### src/pip_pkg.sv
`timescale 1ns / 1ps
// ----------------------------------------------------------------------------
// pip_pkg
// Shared types and constants for the point-in-polygon crossing-number core.
// ----------------------------------------------------------------------------
package pip_pkg;

  localparam int COORD_W      = 16;
  localparam int MAX_VERTICES = 16;
  localparam int IDX_W        = $clog2(MAX_VERTICES);
  localparam int CNT_W        = $clog2(MAX_VERTICES + 1);
  localparam int DIFF_W       = COORD_W + 1;
  localparam int PROD_W       = 2 * DIFF_W;
  localparam int REQ_W        = 2;
  localparam int IN_TDATA_W   = 2 * COORD_W;
  localparam int OUT_TDATA_W  = ((CNT_W + 2 + 7) / 8) * 8;

  typedef enum logic [REQ_W-1:0] {
    REQ_CLEAR  = 2'd0,
    REQ_APPEND = 2'd1,
    REQ_TEST   = 2'd2
  } req_t;

  typedef struct packed {
    logic signed [COORD_W-1:0] y;
    logic signed [COORD_W-1:0] x;
  } vertex_t;

  // Control from the sequencer to the edge unit.
  typedef struct packed {
    logic clr;    // clear the crossing parity
    logic mul_l;  // form (px - xi) * dy
    logic mul_r;  // form (xj - xi) * (py - yi)
  } eu_ctl_t;

endpackage

### src/pip_vtx_ram.sv
`timescale 1ns / 1ps
// ----------------------------------------------------------------------------
// pip_vtx_ram
// Vertex table: one write port, one read port with registered read data.
// ----------------------------------------------------------------------------
module pip_vtx_ram
  import pip_pkg::*;
(
  input  logic             clk,
  input  logic             we,
  input  logic [IDX_W-1:0] waddr,
  input  vertex_t          wdata,
  input  logic [IDX_W-1:0] raddr,
  output vertex_t          rdata
);

  vertex_t mem [MAX_VERTICES];
  vertex_t rdata_r;

  always_ff @(posedge clk) begin
    if (we) begin
      mem[waddr] <= wdata;
    end
    rdata_r <= mem[raddr];
  end

  assign rdata = rdata_r;

endmodule

### src/pip_edge_unit.sv
`timescale 1ns / 1ps
// ----------------------------------------------------------------------------
// pip_edge_unit
// Shared multiplier and comparator that decides, one edge at a time, whether
// the edge crosses the ray to the right of the point, and keeps the parity.
// ----------------------------------------------------------------------------
module pip_edge_unit
  import pip_pkg::*;
(
  input  logic    clk,
  input  logic    rst_n,
  input  eu_ctl_t ctl,
  input  vertex_t vi,
  input  vertex_t vj,
  input  vertex_t pt,
  output logic    parity
);

  logic signed [DIFF_W-1:0] dy;
  logic signed [DIFF_W-1:0] op_a;
  logic signed [DIFF_W-1:0] op_b;
  logic signed [PROD_W-1:0] prod_nxt;
  logic signed [PROD_W-1:0] prod_r;
  logic signed [PROD_W-1:0] l_r;
  logic                     straddle;
  logic                     straddle_r;
  logic                     dy_pos_r;
  logic                     dy_neg_r;
  logic                     pend_r;
  logic                     parity_r;
  logic                     hit;

  assign dy       = DIFF_W'(vj.y) - DIFF_W'(vi.y);
  assign straddle = (vi.y > pt.y) != (vj.y > pt.y);

  always_comb begin
    if (ctl.mul_r) begin
      op_a = DIFF_W'(vj.x) - DIFF_W'(vi.x);
      op_b = DIFF_W'(pt.y) - DIFF_W'(vi.y);
    end else begin
      op_a = DIFF_W'(pt.x) - DIFF_W'(vi.x);
      op_b = dy;
    end
  end

  assign prod_nxt = PROD_W'(op_a) * PROD_W'(op_b);

  // The comparison runs in the cycle after the second product, so it overlaps
  // the first product of the next edge.
  assign hit = straddle_r && ((dy_pos_r && (l_r < prod_r)) ||
                              (dy_neg_r && (l_r > prod_r)));

  always_ff @(posedge clk) begin
    if (ctl.mul_l || ctl.mul_r) begin
      prod_r <= prod_nxt;
    end
    if (ctl.mul_r) begin
      l_r        <= prod_r;
      straddle_r <= straddle;
      dy_pos_r   <= (dy > 0);
      dy_neg_r   <= (dy < 0);
    end
  end

  always_ff @(posedge clk) begin
    if (!rst_n) begin
      pend_r   <= 1'b0;
      parity_r <= 1'b0;
    end else begin
      pend_r <= ctl.mul_r;
      if (ctl.clr) begin
        parity_r <= 1'b0;
      end else if (pend_r) begin
        parity_r <= parity_r ^ hit;
      end
    end
  end

  assign parity = parity_r;

  a_one_product: assert property (@(posedge clk) disable iff (!rst_n)
    !(ctl.mul_l && ctl.mul_r))
    else $error("edge unit asked for both products at once");

  a_pend_follows_r: assert property (@(posedge clk) disable iff (!rst_n)
    ctl.mul_r |=> pend_r)
    else $error("comparison not scheduled after second product");

  a_straddle_slope: assert property (@(posedge clk) disable iff (!rst_n)
    pend_r && straddle_r |-> (dy_pos_r != dy_neg_r))
    else $error("straddling edge with no vertical extent");

endmodule

### src/point_in_polygon_test_core.sv
`timescale 1ns / 1ps
// ----------------------------------------------------------------------------
// point_in_polygon_test_core
// Crossing-number point-in-polygon tester over a table of up to 16 vertices.
// ----------------------------------------------------------------------------
// Each input word clears the vertex table, appends one vertex, or tests one
// point; each gives exactly one result word. Clear, append, unused request
// codes and a test of an empty table finish in the cycle they are taken, and
// their result is presented on the next cycle. For a test with N >= 1 stored
// vertices, the vertex memory is walked one edge at a time and a single 17x17
// multiplier forms the two cross products of each edge in consecutive cycles.
// The core takes no new word while a test runs or while an earlier result
// word waits.
// ----------------------------------------------------------------------------
module point_in_polygon_test_core
  import pip_pkg::*;
(
  input  logic                   clk,
  input  logic                   rst_n,
  input  logic                   in_tvalid,
  output logic                   in_tready,
  input  logic [IN_TDATA_W-1:0]  in_tdata,   // coord_x, coord_y
  input  logic [REQ_W-1:0]       in_tuser,   // req_type
  output logic                   out_tvalid,
  input  logic                   out_tready,
  output logic [OUT_TDATA_W-1:0] out_tdata   // inside_res, vertex_count, table_full
);

  typedef enum logic [2:0] {
    S_IDLE,
    S_PRIME0,
    S_PRIME1,
    S_PRIME2,
    S_MUL_L,
    S_MUL_R,
    S_WAIT,
    S_DONE
  } state_t;

  state_t           state_r;
  logic [CNT_W-1:0] cnt_r;
  logic [CNT_W-1:0] cnt_nxt;
  logic [IDX_W-1:0] idx_r;
  logic [IDX_W-1:0] edge_r;
  vertex_t          vi_r;
  vertex_t          vj_r;
  vertex_t          pt_r;
  logic             out_valid_r;
  logic             out_inside_r;
  logic [CNT_W-1:0] out_cnt_r;
  logic             out_full_r;

  req_t             req;
  vertex_t          in_vtx;
  logic             accept;
  logic             walk_start;
  logic             out_free;
  logic             tbl_full;
  logic             ram_we;
  vertex_t          ram_rdata;
  eu_ctl_t          eu_ctl;
  logic             parity;
  logic [CNT_W-1:0] last_edge;

  function automatic logic [IDX_W-1:0] next_idx(input logic [IDX_W-1:0] k,
                                                input logic [CNT_W-1:0] n);
    logic [CNT_W-1:0] k1;
    k1 = CNT_W'(k) + CNT_W'(1);
    if (k1 >= n) begin
      return '0;
    end
    return k1[IDX_W-1:0];
  endfunction

  assign req       = req_t'(in_tuser);
  assign in_vtx.x  = in_tdata[COORD_W-1:0];
  assign in_vtx.y  = in_tdata[2*COORD_W-1:COORD_W];
  assign out_free  = !out_valid_r || out_tready;
  assign in_tready = (state_r == S_IDLE) && out_free;
  assign accept    = in_tvalid && in_tready;
  assign tbl_full  = (cnt_r >= CNT_W'(MAX_VERTICES));
  assign ram_we    = accept && (req == REQ_APPEND) && !tbl_full;
  assign last_edge = cnt_r - CNT_W'(1);

  // A test of a non-empty table walks the edges; every other word answers at once.
  assign walk_start = accept && (req == REQ_TEST) && (cnt_r != '0);

  always_comb begin
    cnt_nxt = cnt_r;
    if (accept) begin
      case (req)
        REQ_CLEAR: begin
          cnt_nxt = '0;
        end
        REQ_APPEND: begin
          if (!tbl_full) begin
            cnt_nxt = cnt_r + CNT_W'(1);
          end
        end
        default: begin
        end
      endcase
    end
  end

  always_comb begin
    eu_ctl       = '0;
    eu_ctl.clr   = accept;
    eu_ctl.mul_l = (state_r == S_MUL_L);
    eu_ctl.mul_r = (state_r == S_MUL_R);
  end

  pip_vtx_ram u_ram (
    .clk   (clk),
    .we    (ram_we),
    .waddr (cnt_r[IDX_W-1:0]),
    .wdata (in_vtx),
    .raddr (idx_r),
    .rdata (ram_rdata)
  );

  pip_edge_unit u_edge (
    .clk    (clk),
    .rst_n  (rst_n),
    .ctl    (eu_ctl),
    .vi     (vi_r),
    .vj     (vj_r),
    .pt     (pt_r),
    .parity (parity)
  );

  always_ff @(posedge clk) begin
    if (!rst_n) begin
      state_r     <= S_IDLE;
      cnt_r       <= '0;
      idx_r       <= '0;
      edge_r      <= '0;
      out_valid_r <= 1'b0;
    end else begin
      cnt_r <= cnt_nxt;
      if (accept && !walk_start) begin
        out_inside_r <= 1'b0;
        out_full_r   <= (req == REQ_APPEND) && tbl_full;
        out_cnt_r    <= cnt_nxt;
        out_valid_r  <= 1'b1;
      end else if ((state_r == S_DONE) && out_free) begin
        out_inside_r <= parity;
        out_full_r   <= 1'b0;
        out_cnt_r    <= cnt_r;
        out_valid_r  <= 1'b1;
      end else if (out_valid_r && out_tready) begin
        out_valid_r <= 1'b0;
      end
      case (state_r)
        S_IDLE: begin
          if (walk_start) begin
            pt_r    <= in_vtx;
            idx_r   <= '0;
            state_r <= S_PRIME0;
          end
        end
        S_PRIME0: begin
          idx_r   <= next_idx(idx_r, cnt_r);
          state_r <= S_PRIME1;
        end
        S_PRIME1: begin
          vi_r    <= ram_rdata;
          idx_r   <= next_idx(idx_r, cnt_r);
          state_r <= S_PRIME2;
        end
        S_PRIME2: begin
          vj_r    <= ram_rdata;
          edge_r  <= '0;
          state_r <= S_MUL_L;
        end
        S_MUL_L: begin
          state_r <= S_MUL_R;
        end
        S_MUL_R: begin
          // Slide the edge window; the read data already holds the vertex
          // after the current far end, wrapping back to the first vertex.
          vi_r  <= vj_r;
          vj_r  <= ram_rdata;
          idx_r <= next_idx(idx_r, cnt_r);
          if (CNT_W'(edge_r) == last_edge) begin
            state_r <= S_WAIT;
          end else begin
            edge_r  <= edge_r + IDX_W'(1);
            state_r <= S_MUL_L;
          end
        end
        S_WAIT: begin
          state_r <= S_DONE;
        end
        S_DONE: begin
          if (out_free) begin
            state_r <= S_IDLE;
          end
        end
        default: begin
          state_r <= S_IDLE;
        end
      endcase
    end
  end

  assign out_tvalid = out_valid_r;
  assign out_tdata  = OUT_TDATA_W'({out_full_r, out_cnt_r, out_inside_r});

  a_busy_not_ready: assert property (@(posedge clk) disable iff (!rst_n)
    (state_r != S_IDLE) |-> !in_tready)
    else $error("input taken while a test is running");

  a_count_bound: assert property (@(posedge clk) disable iff (!rst_n)
    cnt_r <= CNT_W'(MAX_VERTICES))
    else $error("vertex count beyond table depth");

  a_edge_bound: assert property (@(posedge clk) disable iff (!rst_n)
    (state_r == S_MUL_L) |-> (CNT_W'(edge_r) < cnt_r))
    else $error("edge index beyond stored vertices");

  a_test_result: assert property (@(posedge clk) disable iff (!rst_n)
    (state_r == S_DONE) && out_free |=> out_valid_r && (state_r == S_IDLE))
    else $error("test finished without a result word");

endmodule
### config.mk
export PLATFORM = sky130hd
export DESIGN_NAME = point_in_polygon_test_core
export DESIGN_NICKNAME = d
export VERILOG_FILES = /design/src/pip_pkg.sv /design/src/pip_vtx_ram.sv /design/src/pip_edge_unit.sv /design/src/point_in_polygon_test_core.sv
export SDC_FILE = /design/constraint.sdc
export NUM_CORES = 2
export LEC_CHECK = 0
export ABC_AREA = 1
export BUFFER_PORTS_ARGS = -buffer_cell sky130_fd_sc_hd__buf_2
export CORE_AREA = 2 2 312 314
export DETAILED_ROUTE_END_ITERATION = 10
export DIE_AREA = 0 0 314 316
export PLACE_DENSITY = 0.58
export SLEW_MARGIN = 20
export SYNTH_ARGS = -nofsm -noshare
export SYNTH_HDL_FRONTEND = slang
export SYNTH_SLANG_ARGS = --single-unit
### constraint.sdc
create_clock -name clk -period 9.3 [get_ports clk]
set_clock_uncertainty 0.15 [all_clocks]
set_input_delay 1.395 -clock clk [delete_from_list [all_inputs] [get_ports clk]]
set_output_delay 1.395 -clock clk [all_outputs]
set_load 0.01 [all_outputs]
==> summary.md <==
| Metric | Value |
|---|---|
| Status | `completed` |
| Fill count | `between 8000 and 9000` |
| CTS Root Cell | `clkbuf_16` |
| Row count | `about 110` |
| Synth async-reset ratio | `0` |
| Area growth syn-to-layout | `10.2%` |
| Max Buffers Root-to-Sink | `3` |
| First-pass GRT wire length | `160000 um` |
| FF+latch area | `0.0216 mm2` |
| Die area | `0.0992 mm2` |
| CP required | `about 9.5 ns` |
| Post-DP HPWL | `68600 um` |
| Num CTS Buffers | `79` |
| Total global routing overflow | `0` |
| Slew @ Worst Pin | `1.05 ns` |
| Critical-path top delay cell | `fa_2` |
| Synthesized instance count | `3827` |
| PortBufs | `46` |
| Placed Instance Area | `0.0445 mm2` |
| Unrepaired setup endpoints after global routing | `yes` |
| Final Hold Fails | `0` |
| Die height | `316 um` |
| Setup crit start kind | `register` |
| Dpl cells | `5062` |
| Synthesized cell area | `0.0427 mm2` |
| Critical path capture point type | `register` |
| Die Wd | `about 310 um` |
| Final period util | `0.937` |
| Crit path top cell by count | `inv_1` |
| Htree depth | `3` |
| Worst-path clk slew | `0.06 ns` |
| Slew Limit Fails | `0` |
| Starting density of the core | `0.445` |
| Slew HR | `0.298` |
| Largest net degree at the start of global routing | `203` |
| Hold-fix buffers at CTS | `0` |
| Drc violations | `0` |
| Max Cap Viol | `0` |
| Distinct cells, synth | `63` |
| Share of layout cells above drive strength 1 | `0.0747` |
| CP arrival | `8.92 ns` |
| Post-route ant nets | `0` |
| Mean Syn Cell Area | `around 11 um2` |
| CP max FO | `18` |
| Design area | `0.0471 mm2` |
| Kind of critical path | `reg -> reg` |
| GRT Util Overall | `0.212` |
| GP Congestion | `0.918` |
| Period minus WS final | `a little under 9 ns` |
| Clk sinks | `737` |
| Final nets | `between 4000 and 5000` |
| Vias in the first global route | `27100` |
| Most frequent cells in the layout | `686 x edfxtp_1, 596 x inv_1, 522 x nand2_1, 458 x nor2_1, 298 x fa_1` |
| Initial antenna violation count | `8` |
| Drt wl/cell | `19.9 um` |
| DR vias/cell | `5.25` |
| Non-Filler Instances | `5211` |
| EDFF count, synth | `around 690` |
| Register area share after synthesis | `0.506` |
| TritonCTS clock tree | `yes` |
| Io pins | `48` |
| Routed WL | `104000 um` |
| Via count | `between 20000 and 30000` |
| Pre-Repair DR Iteration Count | `6` |
| Critical Path Max Stage Delay | `0.69 ns` |
| Syn nets | `4358` |
| Main synth FF type | `edfxtp_1` |
| WP buf/inv | `10` |
| # setup viols final | `0` |
| Area taken by multi-input logic gates | `roughly 0.018 mm2` |
| Peak Freq | `0.115 GHz` |
| Yosys reg bits | `737` |
| Family with the most delay on the worst path | `adder cells` |
| Worst skew pair latency | `0.66 ns` |
| Worst Hold Class | `reg -> reg` |
| Commonest non-fill, non-tap cell in the layout | `edfxtp_1` |
| Ys Warns | `0` |
| Core Footprint | `0.0960 mm2` |
| Initial drt markers | `2128` |
## cells in the mapped netlist, types with 4 or more instances
cell      number  share of area
nand4_1       18         0.0026
buf_1          9        0.00079
o22ai_1        9         0.0013
nand2_2        5        0.00073
o211ai_1      34         0.0060
a21o_1        12         0.0021
xor2_2         4         0.0015
xnor2_1       30         0.0062
nand3_2        6         0.0014
nand3b_1       6         0.0011
o31ai_1        5        0.00088
a21boi_0       4        0.00070
o21ai_0      170          0.020
fa_1         299           0.14
clkinv_1       5        0.00044
nor2_2         5        0.00073
mux2i_1       90          0.021
clkbuf_1      73         0.0064
a21oi_1      100          0.012
nand2_1      522          0.046
buf_4         13         0.0023
o21a_1        11         0.0019
xor2_1        36         0.0074
nor2_1       475          0.042
dfxtp_1       51          0.024
o21ai_1       10         0.0012
nor3_1        28         0.0033
edfxtp_1     686           0.48
o221ai_1      89          0.018
a31oi_1        7         0.0010
a211oi_1      10         0.0018
buf_2         40         0.0047
o32ai_1       32         0.0066
ha_1         194          0.057
inv_2          9        0.00079
inv_1        597          0.052
nand3_1       82         0.0096
o21bai_1       9         0.0016
## registers in the layout (all words and copies together), names as in the netlist, 3 cells and up
register / count
pt_r: 32
cnt_r: 5
edge_r: 4
u_ram.rdata: 32
vi_r: 32
state_r: 3
out_cnt_r: 5
u_edge.l_r: 34
u_ram.mem: 512
idx_r: 4
vj_r: 32
u_edge.prod_r: 34
## worst paths after layout
path / depth (start not counted) / from / slack (ns) / endpoint
setup / recovery: 35 / state_r[0] / 0.59 / u_edge.prod_r[33]
hold / removal: 0 / u_edge.prod_r[11] / 0.28 / u_edge.l_r[11]
setup reg to reg: 35 / state_r[0] / 0.59 / u_edge.prod_r[33]
hold reg to reg: 0 / u_edge.prod_r[11] / 0.28 / u_edge.l_r[11]
## layer usage
metal / track usage / wire [um]
met1: 0.289 / 46000
met2: 0.348 / 49200
met5: 0 / 66
met4: 0.0649 / 3040
met3: 0.0342 / 5650
## per-stage QoR
stage	worst slack (ns)	hold WS [ns]	setup TNS, ns	utilization
final	0.587	0.279	0	0.490
after global routing	-0.0257	0.277	-0.0257	0.490
after CTS	0.446	0.278	0	0.490
after detailed placement	0.494	0.272	0	0.463
after global placement	0.533	0.264	0	0.463
after floorplan	1.38	0.259	0	-
## cells by family after synthesis
kind of cell | count (synthesis) | synth area share
AO/OA/AOI/OAI | 521 | 0.0795
XOR/XNOR | 75 | 0.0180
adder cells (fa/ha/maj) | 493 | 0.197
buffers and inverters | 749 | 0.0684
flip-flops | 737 | 0.506
multiplexers | 90 | 0.0211
other | 1 | 0.0000878
AND/OR/NAND/NOR | 1161 | 0.110
## what timing repair did
action / CTS / global route
resized for setup: 0 / 5
setup buffers: 0 / 0
setup endpoints to repair: 0 / 5
## cell type report
class,count,area share
Antenna cell,1,0.0000532
Clock buffer,113,0.0464
Clock inverter,34,0.00720
Inverter,613,0.0491
Multi-Input combinational cell,2341,0.390
Sequential cell,737,0.460
Tap cell,1276,0.0339
Timing Repair Buffer,96,0.0138
Power is left out: the tool's default activity adds up to more than one toggle a clock period on the data nets, which glitch-free logic cannot reach.
